File: config.mk
export PLATFORM = sky130hd
export DESIGN_NAME = dfs_ctrl
export DESIGN_NICKNAME = d
export VERILOG_FILES = /design/src/rtl/dfs_pkg.sv /design/src/rtl/dfs_ctrl.sv
export SDC_FILE = /design/constraint.sdc
export NUM_CORES = 1
export LEC_CHECK = 0
export BUFFER_PORTS_ARGS = -buffer_cell sky130_fd_sc_hd__buf_2
export CORE_AREA = 4 4 41 43
export CTS_BUF_LIST = sky130_fd_sc_hd__clkbuf_8
export CTS_CLUSTER_SIZE = 24
export DETAILED_ROUTE_END_ITERATION = 7
export DIE_AREA = 0 0 45 47
export GPL_TIMING_DRIVEN = 0
export PLACE_DENSITY_LB_ADDON = 0.3
export RECOVER_POWER = 25
export SYNTH_ARGS = -nofsm -noshare
export SYNTH_HDL_FRONTEND = slang
export SYNTH_SLANG_ARGS = --single-unit
File: constraint.sdc
create_clock -name clk -period 2.45 [get_ports clk]
set_clock_uncertainty 0.1 [all_clocks]
set_input_delay 0 -clock clk [delete_from_list [all_inputs] [get_ports clk]]
set_output_delay 0 -clock clk [all_outputs]
set_load 0.05 [all_outputs]
File: src/rtl/dfs_pkg.sv
// Shared types and constants for the drive fault supervisor.
// Used by the channel interfaces, the controller, the datapath and the top level.
// No dependencies.
`default_nettype none

package dfs_pkg;

  // Field widths of the transactions.
  localparam int POS_W    = 32;
  localparam int IQ_W     = 18;
  localparam int TQ_W     = 24;
  localparam int GEAR_W   = 16;
  localparam int KT_W     = 16;
  localparam int TOL_W    = 32;
  localparam int RATED_W  = 17;
  localparam int CFG_IDX_W = 3;
  localparam int CFG_DAT_W = 32;

  // Configuration register indexes.
  localparam logic [CFG_IDX_W-1:0] REG_GEAR_NUM   = 3'd0;
  localparam logic [CFG_IDX_W-1:0] REG_GEAR_DEN   = 3'd1;
  localparam logic [CFG_IDX_W-1:0] REG_TORQUE_K   = 3'd2;
  localparam logic [CFG_IDX_W-1:0] REG_TRANS_TOL  = 3'd3;
  localparam logic [CFG_IDX_W-1:0] REG_TORQUE_TOL = 3'd4;
  localparam logic [CFG_IDX_W-1:0] REG_RATED_CUR  = 3'd5;

  // Torque prediction: current in mA times Kt in mNm/A gives mNm * 1000.
  localparam int DEN_SCALE = 1000;

  localparam logic [31:0] PRED_MAX = 32'h7FFF_FFFF;
  localparam logic [31:0] PRED_MIN = 32'h8000_0000;

  typedef enum logic [2:0] {
    S_IDLE,
    S_MUL1,
    S_MUL2,
    S_DSTART,
    S_DWAIT,
    S_POST1,
    S_POST2,
    S_POST3
  } dfs_state_t;

  // Commands from the controller to the datapath.
  typedef struct packed {
    logic load_in;
    logic mul1;
    logic mul2;
    logic div_start;
    logic post1;
    logic post2;
    logic commit;
  } dfs_cmd_t;

  // Status from the datapath to the controller.
  typedef struct packed {
    logic div_done;
  } dfs_sts_t;

endpackage

`default_nettype wire

File: src/rtl/dfs_ctrl.sv
// Sequencing state machine for the drive fault supervisor.
// Drives the datapath commands and both channel handshakes. Depends on dfs_pkg.
`default_nettype none

module dfs_ctrl import dfs_pkg::*; (
  input  logic     clk,
  input  logic     rst_n,
  input  logic     in_valid,
  output logic     in_ready,
  output logic     out_valid,
  input  logic     out_ready,
  input  dfs_sts_t sts,
  output dfs_cmd_t cmd
);

  dfs_state_t state_r, state_nxt;
  logic       out_valid_r, out_valid_nxt;
  logic       slot_free;

  // The result register may be refilled when empty or when drained this cycle.
  assign slot_free = !out_valid_r || out_ready;

  always_comb begin
    state_nxt = state_r;
    cmd       = '0;
    in_ready  = 1'b0;
    unique case (state_r)
      S_IDLE: begin
        in_ready = 1'b1;
        if (in_valid) begin
          cmd.load_in = 1'b1;
          state_nxt   = S_MUL1;
        end
      end
      S_MUL1: begin
        cmd.mul1  = 1'b1;
        state_nxt = S_MUL2;
      end
      S_MUL2: begin
        cmd.mul2  = 1'b1;
        state_nxt = S_DSTART;
      end
      S_DSTART: begin
        cmd.div_start = 1'b1;
        state_nxt     = S_DWAIT;
      end
      S_DWAIT: begin
        if (sts.div_done) begin
          state_nxt = S_POST1;
        end
      end
      S_POST1: begin
        cmd.post1 = 1'b1;
        state_nxt = S_POST2;
      end
      S_POST2: begin
        cmd.post2 = 1'b1;
        state_nxt = S_POST3;
      end
      S_POST3: begin
        if (slot_free) begin
          cmd.commit = 1'b1;
          state_nxt  = S_IDLE;
        end
      end
      default: begin
        state_nxt = S_IDLE;
      end
    endcase
  end

  always_comb begin
    if (cmd.commit) begin
      out_valid_nxt = 1'b1;
    end else if (out_ready) begin
      out_valid_nxt = 1'b0;
    end else begin
      out_valid_nxt = out_valid_r;
    end
  end

  always_ff @(posedge clk) begin
    if (!rst_n) begin
      state_r     <= S_IDLE;
      out_valid_r <= 1'b0;
    end else begin
      state_r     <= state_nxt;
      out_valid_r <= out_valid_nxt;
    end
  end

  assign out_valid = out_valid_r;

endmodule

`default_nettype wire

; ---- After elaboration in Yosys (flattened, before gate mapping)
; Cells that the tools add are included.
[word_totals]
output_inout_bits = 9
input_bits = 5
ff_bits = 4
[op_classes]
n_reduce_logical = 5
n_mux = 16
n_eq_ne = 10
[ops]
columns = cell, n
row1 = $pmux 3 s8, 1
row2 = $eq 3x3->1 const B, 4
row3 = $mux 1, 12
row4 = $mux 3, 3
row5 = $eq 3x2->1 const B, 2
row6 = $ne 2x2->1 const B, 3
row7 = $eq 3x1->1 const B, 1
row8 = $logic_not 3->1, 1
row9 = $reduce_and 3->1, 1
row10 = $reduce_bool 2->1, 1
row11 = $logic_not 1->1, 1
row12 = $logic_or 1x1->1, 1

; ---- Logic depth before layout (Yosys ltp)
; Gate-level depths: netlist of run 1.
[logic_depth]
word_depth = 5
depth_mapped = 4
ltp_nobuf = 3

; ---- Worst setup path before layout of run 1
; OpenSTA, ideal clock, no wires.
[synth_path]
kind = reg2out
startpoint = reg state_r[0]
endpoint = out cmd[5] (netlist name)
path_slack_ns = 0.663
t_arrival_ns = 1.687
stages_incl_launch_ff = 3
t_required_ns = 2.350
cell_sequence = dfxtp_1 buf_2 nor3b_1
[synth_lines]
columns = element, line
row1 = "start, declared", dfs_ctrl.sv:16  ; dfs_state_t state_r, state_nxt;
row2 = "start signal, assigned", dfs_ctrl.sv:87  ; state_r <= state_nxt;
row3 = "end, declared", dfs_ctrl.sv:13  ; output dfs_cmd_t cmd

==> results of run 1 <==
==> logic make-up after synthesis <==
logic type | Yosys count | synth area share [%]
and+or+nand+nor | 14 | 38.8
AOI/OAI and AO/OA | 6 | 15.0
DFF | 4 | 31.1
buffers and inverters | 4 | 11.2
muxes | 1 | 3.88
==> worst paths after layout <==
path / slack, ps / endpoint
setup / recovery: 770 / cmd[0]
hold / removal: 70 / state_r[0]
setup reg to reg: 1130 / state_r[0]
hold reg to reg: 420 / out_valid
==> power breakdown <==
group	internal (mW)	total [mW]	switching, mW
logic	0.0241	0.0789	0.0548
clock network	0.105	0.141	0.0358
registers	0.0698	0.0721	0.00225
total	0.199	0.292	0.0929
==> cell usage after synthesis <==
cell type,number,area share [%]
sky130_fd_sc_hd__dfxtp_1,4,31
sky130_fd_sc_hd__and3b_1,2,6.8
sky130_fd_sc_hd__buf_2,2,3.9
sky130_fd_sc_hd__nor2_1,2,2.9
sky130_fd_sc_hd__nor3b_1,2,5.8
sky130_fd_sc_hd__a21boi_0,1,2.9
sky130_fd_sc_hd__a21boi_1,1,2.9
sky130_fd_sc_hd__a21oi_1,1,1.9
sky130_fd_sc_hd__a31oi_1,1,2.4
sky130_fd_sc_hd__and2_1,1,2.4
sky130_fd_sc_hd__buf_4,1,2.9
sky130_fd_sc_hd__buf_6,1,4.4
sky130_fd_sc_hd__mux2i_1,1,3.9
sky130_fd_sc_hd__nand2_1,1,1.5
sky130_fd_sc_hd__nand2b_1,1,2.4
sky130_fd_sc_hd__nand3_1,1,1.9
sky130_fd_sc_hd__nand3b_1,1,2.9
sky130_fd_sc_hd__nor2b_2,1,3.4
sky130_fd_sc_hd__nor3_2,1,3.9
sky130_fd_sc_hd__nor3b_2,1,4.9
sky130_fd_sc_hd__o21a_1,1,2.9
sky130_fd_sc_hd__o21ai_0,1,1.9
==> layout make-up <==
type	instances	area [µm²]
Sequential cell	4	80.1
Fill cell	151	907
Buffer	4	21.3
Multi-Input combinational cell	21	149
Clock buffer	3	41.3
Tap cell	15	18.8
Timing Repair Buffer	15	83.8
==> repair_timing <==
item                      CTS  global route
hold buffers                2             0
setup buffers               0             0
hold endpoints to repair    4             0
==> sequential cells by signal, indices dropped and copies added, names as in the netlist <==
| name | flops |
|---|---|
| out_valid | 1 |
| state_r | 3 |
==> metal layers <==
layer  global-route usage, %  routed length (µm)
met1                    8.41                 271
met2                    11.0                 231
met3                    3.45                  89
met4                    8.77                  32
met5                       0                   0
==> placed cells by master, fill, tap and decap left out <==
master,netlist,routed
sky130_fd_sc_hd__nand3b_1,1,1
sky130_fd_sc_hd__nor3_2,1,1
sky130_fd_sc_hd__mux2i_1,1,1
sky130_fd_sc_hd__clkbuf_8,0,3
sky130_fd_sc_hd__clkbuf_1,0,2
sky130_fd_sc_hd__a21boi_0,1,1
sky130_fd_sc_hd__nor3b_2,1,1
sky130_fd_sc_hd__and3b_1,2,2
sky130_fd_sc_hd__o21a_1,1,1
sky130_fd_sc_hd__o21ai_0,1,1
sky130_fd_sc_hd__a21boi_1,1,1
sky130_fd_sc_hd__and2_1,1,1
sky130_fd_sc_hd__nand2_1,1,1
sky130_fd_sc_hd__nor2b_2,1,1
sky130_fd_sc_hd__dlygate4sd3_1,0,2
sky130_fd_sc_hd__a21oi_1,1,1
sky130_fd_sc_hd__nand2b_1,1,1
sky130_fd_sc_hd__nor2_1,2,2
sky130_fd_sc_hd__nor3b_1,2,2
sky130_fd_sc_hd__buf_2,2,14
sky130_fd_sc_hd__dfxtp_1,4,4
sky130_fd_sc_hd__nand3_1,1,1
sky130_fd_sc_hd__buf_4,1,1
sky130_fd_sc_hd__a31oi_1,1,1
==> per-stage QoR <==
step / power [mW] / hold WS (ps)
after floorplan: 0.134 / 17.5
after global placement: 0.151 / 157
after detailed placement: 0.151 / 158
after CTS: 0.297 / 85.9
after global routing: 0.306 / 114
final: 0.292 / 72.4
==> critical path: stages, from the launching register on <==
cell	delay, ps
sky130_fd_sc_hd__dfxtp_1	290
sky130_fd_sc_hd__clkbuf_1	340
sky130_fd_sc_hd__nand3_1	180
sky130_fd_sc_hd__nor2b_2	180
sky130_fd_sc_hd__buf_4	120
sky130_fd_sc_hd__buf_2	240
==> flow_metrics.tcl, run 1 <==
set metrics [dict create \
    start_kind "flip-flop" \
    status "completed" \
    max_slew.worst_pin.slew_ps 590 \
    remaining_drc_errors 0 \
    placement.io_buffers 13 \
    num-nets-final 54 \
    syn_nets 34 \
    antenna_left 0 \
    timing.critical_path.from "state_r[2]" \
    r2r_start "state_r[2]" \
    clock_path_buffers 2 \
    synth-seq-cells 4 \
    wl_um 624 \
    report.final.setup_viol 0 \
    num_vias 276 \
    die_width_um 45 \
    root_buffer "sky130_fd_sc_hd__clkbuf_8" \
    n_antenna_cell 0 \
    final-instance-count-excl-fill 62 \
    coreArea_um2 1300 \
    viasPerCell 4.45 \
    fin_crit_share_pct 68.5 \
    power.ir.vdd_worst_mv 0.203 \
    gp_routability_congestion 0.722 \
    global_route.overflow_total 0 \
    finish.utilization_pct 30.3 \
    tritoncts.num_buffers 3 \
    final-hold-violation-count 0 \
    drt-pass1-iter-count 2 \
    finalMaxSlewViolations 0 \
    mean_instance_size_in_the_synthesized_netlist_um2 8.89 \
    clk-insertion-delay-late_ps 220 \
    max-slew-margin-rel_pct 60.9 \
    detail_route.wl_per_cell_um 10.1 \
    initial_cell_density_of_the_core_pct 19.8 \
    yosys.cell_types.count 22 \
    totalNegativeSetupSlack_ps 0 \
    ios 14 \
    gr-usage-all-layers_pct 7.90 \
    arrival_ps 1580 \
    grt_setup_unrepaired "false" \
    cts-resized-gates 0 \
    worst_hold_startpoint "sts" \
    worstSetupEndpointType "output pin" \
    grt_pass1_wl_um 1100 \
    finalCriticalPeriod_ps 1680 \
    vias_in_the_first_global_route 274 \
    clock_tree.htree_level_count 1 \
    antenna_found_initial 0 \
    highest_clock_frequency_the_design_can_meet_mhz 596 \
    tritoncts "built" \
    ys_seq_area_share_pct 31.1 \
    num_rows 13 \
    cell_count_of_the_worst_hold_path 4 \
    clock_transition_time_at_the_flip_flop_clock_pins_of_the_worst_setup_and_hold_paths_ps 30 \
    placed_cell_count 57 \
    finalWorstSetupSlack_ps 771 \
    die_area_um2 2120 \
    tritoncts_num_sinks 4 \
    floorplan.die.height_um 47 \
    dp.final_hpwl_um 451 \
    critPathKind "reg -> out" \
    leakagePower_nw 0.188 \
    areaGrowthSynthToFinish_pct 52.9 \
    fin_area_um2 394 \
    maxCapViolations 0 \
    crit_path_max_fanout 10 \
    pin_count_of_the_biggest_net_entering_global_routing 11 \
    netlist_instances 29 \
    post_synth_instance_area_um2 258 \
    drive_above_1_share_pct 44.7 \
    r2r.worst_path.cells 4 \
    power_density_nw_per_um2 740 \
    hp-class "in -> reg" \
    drt_iter0_drc 2 \
    placed_standard_cell_area_um2 342 \
    pre_cts_slack_ps 1280 \
    yosys_warnings 0 \
    timing.critical_path.required_ps 2350 \
]
No activity file was read; power rests on OpenSTA's default activity.
==> run 2, diff against run 1 <==
- clock period: 2.45 -> 1.6 ns (I/O delays scaled with it)
==> flow_metrics.tcl, run 2 (synthesis gave the netlist of run 1 again) <==
set metrics [dict create \
    status "completed" \
    cts-resized-gates 0 \
    mostFrequentLayoutCell "sky130_fd_sc_hd__buf_2" \
    num-nets-final 54 \
    pin_count_of_the_biggest_net_entering_global_routing 11 \
    antenna_left 0 \
    dp.final_hpwl_um 437 \
    power.ir.vdd_worst_mv 0.412 \
    areaGrowthSynthToFinish_pct 59.7 \
    global_route.overflow_total 0 \
    drive_above_1_share_pct 51.1 \
    placement.io_buffers 13 \
    power_density_nw_per_um2 1080 \
    pre_cts_slack_ps 416 \
    worst-path-buf-inv 3 \
    top_register "state_r" \
    timing.critical_path.required_ps 1500 \
    root_buffer "sky130_fd_sc_hd__clkbuf_8" \
    p_total_mw 0.447 \
    gp_routability_congestion 0.717 \
    arrival_ps 1290 \
    worstSetupPathDepth 5 \
    clock_transition_time_at_the_flip_flop_clock_pins_of_the_worst_setup_and_hold_paths_ps 30 \
    timing.critical_path.from "state_r[2]" \
    cts_post_setup_buffers_inserted 0 \
    largest_register_ffs 3 \
    regToRegSetupSlack_ps 520 \
    remaining_drc_errors 0 \
    critPathKind "reg -> out" \
    num_vias 254 \
    fin_crit_share_pct 86.9 \
    die_area_um2 2120 \
    cpPeakStageDelay_ps 310 \
    clock_path_buffers 2 \
    r2r_start "state_r[2]" \
    die_width_um 45 \
    drt-pass1-iter-count 2 \
    r2r.worst_path.cells 4 \
    worstSetupEndpointType "output pin" \
    hp-class "in -> reg" \
    coreArea_um2 1300 \
    n_antenna_cell 0 \
    drt_iter0_drc 2 \
    max-slew-margin-rel_pct 60.5 \
    num_rows 13 \
    grt_setup_unrepaired "false" \
    floorplan.die.height_um 47 \
    highest_clock_frequency_the_design_can_meet_mhz 719 \
    maxCapViolations 0 \
    placed_standard_cell_area_um2 352 \
    initial_cell_density_of_the_core_pct 19.8 \
    crit_chain "buf_6 > nand3_1 > nor2b_2 > buf_4 > buf_2" \
    reg2reg_to "state_r[0]" \
    antenna_found_initial 0 \
    finalMaxSlewViolations 0 \
    viasPerCell 4.10 \
    finalCriticalPeriod_ps 1390 \
    ios 14 \
    critPathCapture "cmd[0]" \
    final-hold-violation-count 0 \
    max_slew.worst_pin.slew_ps 595 \
    vias_in_the_first_global_route 229 \
    clk-insertion-delay-late_ps 220 \
    tritoncts "built" \
    detail_route.wl_per_cell_um 9.58 \
    clock_tree.htree_level_count 1 \
    report.final.setup_viol 0 \
    finalWorstSetupSlack_ps 209 \
    crit_path_max_fanout 10 \
    fin_area_um2 412 \
    leakagePower_nw 0.200 \
    final_cell_mix "sky130_fd_sc_hd__buf_2, sky130_fd_sc_hd__dfxtp_1, sky130_fd_sc_hd__nor3b_2, sky130_fd_sc_hd__clkbuf_8" \
    crit_path_top_delay_cell "sky130_fd_sc_hd__dfxtp_1" \
    start_kind "flip-flop" \
    timing.critical_path.max_delay_family "buffers and inverters" \
    wl_um 594 \
    gr-usage-all-layers_pct 6.48 \
    cell_count_of_the_worst_hold_path 4 \
    tritoncts_num_sinks 4 \
    tritoncts.num_buffers 3 \
    grt_pass1_wl_um 903 \
]
==> run 2: power by group <==
| group | total (mW) | internal (mW) | switching, mW |
|---|---|---|---|
| sequential | 0.111 | 0.107 | 0.00360 |
| combinational | 0.125 | 0.0402 | 0.0846 |
| clock | 0.211 | 0.160 | 0.0509 |
==> run 2: worst min path at each step <==
| stage | slack [ps] | endpoint | start |
|---|---|---|---|
| 6_report | 50 | state_r[0] | sts |
| 5_1_grt | 110 | state_r[0] | sts |
| 4_1_cts | 70 | state_r[0] | sts |
| 3_5_place_dp | 150 | state_r[0] | rst_n |
| 3_3_place_gp | 160 | state_r[0] | rst_n |
| 2_1_floorplan | 20 | state_r[0] | rst_n |
==> run 2: layout make-up <==
type	count	area, µm²
Buffer	4	28.8
Clock buffer	3	41.3
Fill cell	147	890
Multi-Input combinational cell	21	159
Sequential cell	4	80.1
Tap cell	15	18.8
Timing Repair Buffer	15	83.8
==> run 2: per-layer routing <==
layer  track usage (%)  share of wire (%)  vias up
met5                 0                  0        -
met4              3.51                2.2        0
met3              5.75                 12        2
met2              8.47                 42        9
met1              7.05                 43      107
li1                  -                  -      136
==> run 2: timing repair <==
action                                 4_1_cts  5_1_grt
endpoints found under the hold margin        4        0
hold buffers                                 2        0
setup endpoints to repair                    0        0
==> run 2: tightest hold or removal path: stages <==
cell and delay, ps:
sky130_fd_sc_hd__buf_2 70, sky130_fd_sc_hd__mux2i_1 50, sky130_fd_sc_hd__nor2_1 90, sky130_fd_sc_hd__o21a_1 120
==> run 2: metrics by stage <==
stage | utilization, % | TNS [ps] | instances | hold slack (ps)
final | 31.6 | 0 | 62 | 54.7
after global routing | 31.6 | 0 | 62 | 114
after CTS | 31.7 | 0 | 62 | 66.7
after detailed placement | 27.0 | 0 | 57 | 153
after global placement | 27.0 | 0 | 57 | 163
after floorplan | - | -160 | 29 | 17.5
==> run 3, diff against run 2 <==
- ABC_AREA: not set -> 1
==> flow_metrics.tcl, run 3 <==
set metrics [dict create \
    post_synth_instance_area_um2 251 \
    arrival_ps 1360 \
    tritoncts.num_buffers 3 \
    status "completed" \
    final-hold-violation-count 0 \
    clock_transition_time_at_the_flip_flop_clock_pins_of_the_worst_setup_and_hold_paths_ps 30 \
    crit_path_max_fanout 9 \
    fin_crit_share_pct 91.0 \
    fin_area_um2 385 \
    mostFrequentLayoutCell "sky130_fd_sc_hd__buf_2" \
    ys_seq_area_share_pct 31.8 \
    antenna_left 0 \
    top_register "state_r" \
    timing.critical_path.from "state_r[2]" \
    num_vias 281 \
    synth-seq-cells 4 \
    post-synth-top-count-cell "sky130_fd_sc_hd__inv_1" \
    clock_tree.htree_level_count 1 \
    met2WireLength_um 268 \
    finalWorstSetupSlack_ps 144 \
    postCtsHoldBufs 1 \
    areaGrowthSynthToFinish_pct 53.2 \
    critPathCapture "cmd[0]" \
    clock_path_buffers 2 \
    synth_enable_flop_cells 0 \
    yosys.area.top_type "sky130_fd_sc_hd__dfxtp_1" \
    timing.critical_path.required_ps 1500 \
    n_antenna_cell 0 \
    regToRegSetupSlack_ps 540 \
    power_density_nw_per_um2 1200 \
    cts_post_setup_buffers_inserted 0 \
    yosys_warnings 0 \
    top_signal_layer_used "met4" \
    final.hold.worst_slack_ps 43.8 \
    synth_top_cells_by_area "sky130_fd_sc_hd__dfxtp_1, sky130_fd_sc_hd__inv_1, sky130_fd_sc_hd__nor3_1" \
    pin_count_of_the_biggest_net_entering_global_routing 10 \
    max-slew-margin-rel_pct 60.0 \
    die_width_um 45 \
    reg2reg_to "state_r[1]" \
    maxCapViolations 0 \
    hp-class "in -> reg" \
    finalCriticalPeriod_ps 1460 \
    leakagePower_nw 0.196 \
    tritoncts_num_sinks 4 \
    report.final.setup_viol 0 \
    antenna_found_initial 0 \
    gr-usage-all-layers_pct 6.31 \
    yosys.cell_types.count 18 \
    r2r.worst_path.cells 7 \
    placed_standard_cell_area_um2 335 \
    m1WireLength_um 242 \
    ios 14 \
    final-instance-count-excl-fill 70 \
    wl_um 580 \
    clk-insertion-delay-late_ps 220 \
    drive_above_1_share_pct 38.2 \
    dp.final_hpwl_um 479 \
    finalMaxSlewViolations 0 \
    synth_largest_type_area_fraction_pct 31.8 \
    drt-pass1-iter-count 3 \
    remaining_drc_errors 0 \
    filler_cell_count 150 \
    gp_routability_congestion 0.664 \
    viasPerCell 4.01 \
    worstSetupEndpointType "output pin" \
    coreArea_um2 1300 \
    r2r_start "state_r[2]" \
    max_slew.worst_pin.slew_ps 602 \
    highest_clock_frequency_the_design_can_meet_mhz 687 \
    detail_route.wl_per_cell_um 8.29 \
    critPathKind "reg -> out" \
    vias_in_the_first_global_route 239 \
    mean_instance_size_in_the_synthesized_netlist_um2 6.62 \
    placement.io_buffers 13 \
    power.ir.vdd_worst_mv 0.283 \
    p_total_mw 0.462 \
    largest_register_ffs 3 \
    worst_hold_startpoint "in_valid" \
    pre_cts_slack_ps 408 \
    num_rows 13 \
    floorplan.die.height_um 47 \
    netlist_instances 38 \
    global_route.overflow_total 0 \
    syn_nets 43 \
    placed_cell_count 66 \
    grt_pass1_wl_um 883 \
    top_reg_cell_synth "sky130_fd_sc_hd__dfxtp_1" \
    drt_iter0_drc 2 \
    final_cell_mix "sky130_fd_sc_hd__buf_2, sky130_fd_sc_hd__inv_1, sky130_fd_sc_hd__nor2_1, sky130_fd_sc_hd__nand2_1" \
    routed-wl-met3_um 56 \
    tritoncts "built" \
    ys_async_sr_fraction_pct 0 \
    num-nets-final 62 \
    root_buffer "sky130_fd_sc_hd__clkbuf_8" \
    yosys-top-cells-count "sky130_fd_sc_hd__inv_1, sky130_fd_sc_hd__nand2_1, sky130_fd_sc_hd__nor2_1" \
    cts-resized-gates 0 \
    start_kind "flip-flop" \
    initial_cell_density_of_the_core_pct 19.3 \
    die_area_um2 2120 \
    grt_setup_unrepaired "false" \
]
run 3: changes by cell type in the layout (fill, tap and decap cells not counted), sizes merged, moves of 2 or more:
cell	delta
a21boi	-2
and3b	-2
buf	-2
inv	+7
nand2	+5
nor2	+5
nor3	+4
nor3b	-3
run 3: where the power goes:
part           internal, mW  total, mW  switching (mW)
Sequential            0.109      0.118         0.00948
Clock                 0.160      0.210          0.0499
Combinational        0.0339      0.134          0.0997
Total                 0.303      0.462           0.159
run 3: critical path: stages, from the launching register on:
cell                      delay (ps)
sky130_fd_sc_hd__dfxtp_1         300
sky130_fd_sc_hd__buf_4           140
sky130_fd_sc_hd__inv_1           110
sky130_fd_sc_hd__nor3_2          210
sky130_fd_sc_hd__buf_4           130
sky130_fd_sc_hd__buf_2           240
run 3: layout make-up:
type                    count  area (µm²)  area share, %
plain buffers               2        15.0           3.90
clock buffers               3        41.3           10.7
inverters                   8        30.0           7.79
multi-input cells          24         126           32.8
flip-flops and latches      4        80.1           20.8
well taps                  15        18.8           4.87
repair buffers             14        73.8           19.2
run 3: metal layers:
layer | global-route usage, % | vias to the layer above
li1 | - | 153
met1 | 7.26 | 114
met2 | 7.63 | 12
met3 | 2.30 | 2
met4 | 8.77 | 0
met5 | 0 | -
run 3: worst min path at each step:
stage / endpoint / slack, ps / cells after the start
detailed placement: out_valid / 150 / 2
floorplan: out_valid / 20 / 1
global placement: out_valid / 160 / 2
CTS: out_valid / 50 / 3
global route: state_r[0] / 60 / 4
finish: state_r[0] / 40 / 5
run 3: cell families after synthesis:
kind of cell / Yosys count / synth area share, %
AO/OA/AOI/OAI: 4 / 9.45
flip-flops: 4 / 31.8
buffers and inverters: 10 / 17.9
AND/OR/NAND/NOR: 20 / 40.8
run 3: per-stage QoR:
step	util (%)	TNS (ps)
finish	29.6	0
detailed placement	25.8	0
CTS	29.7	0
floorplan	-	-181
global placement	25.8	0
global route	29.6	0
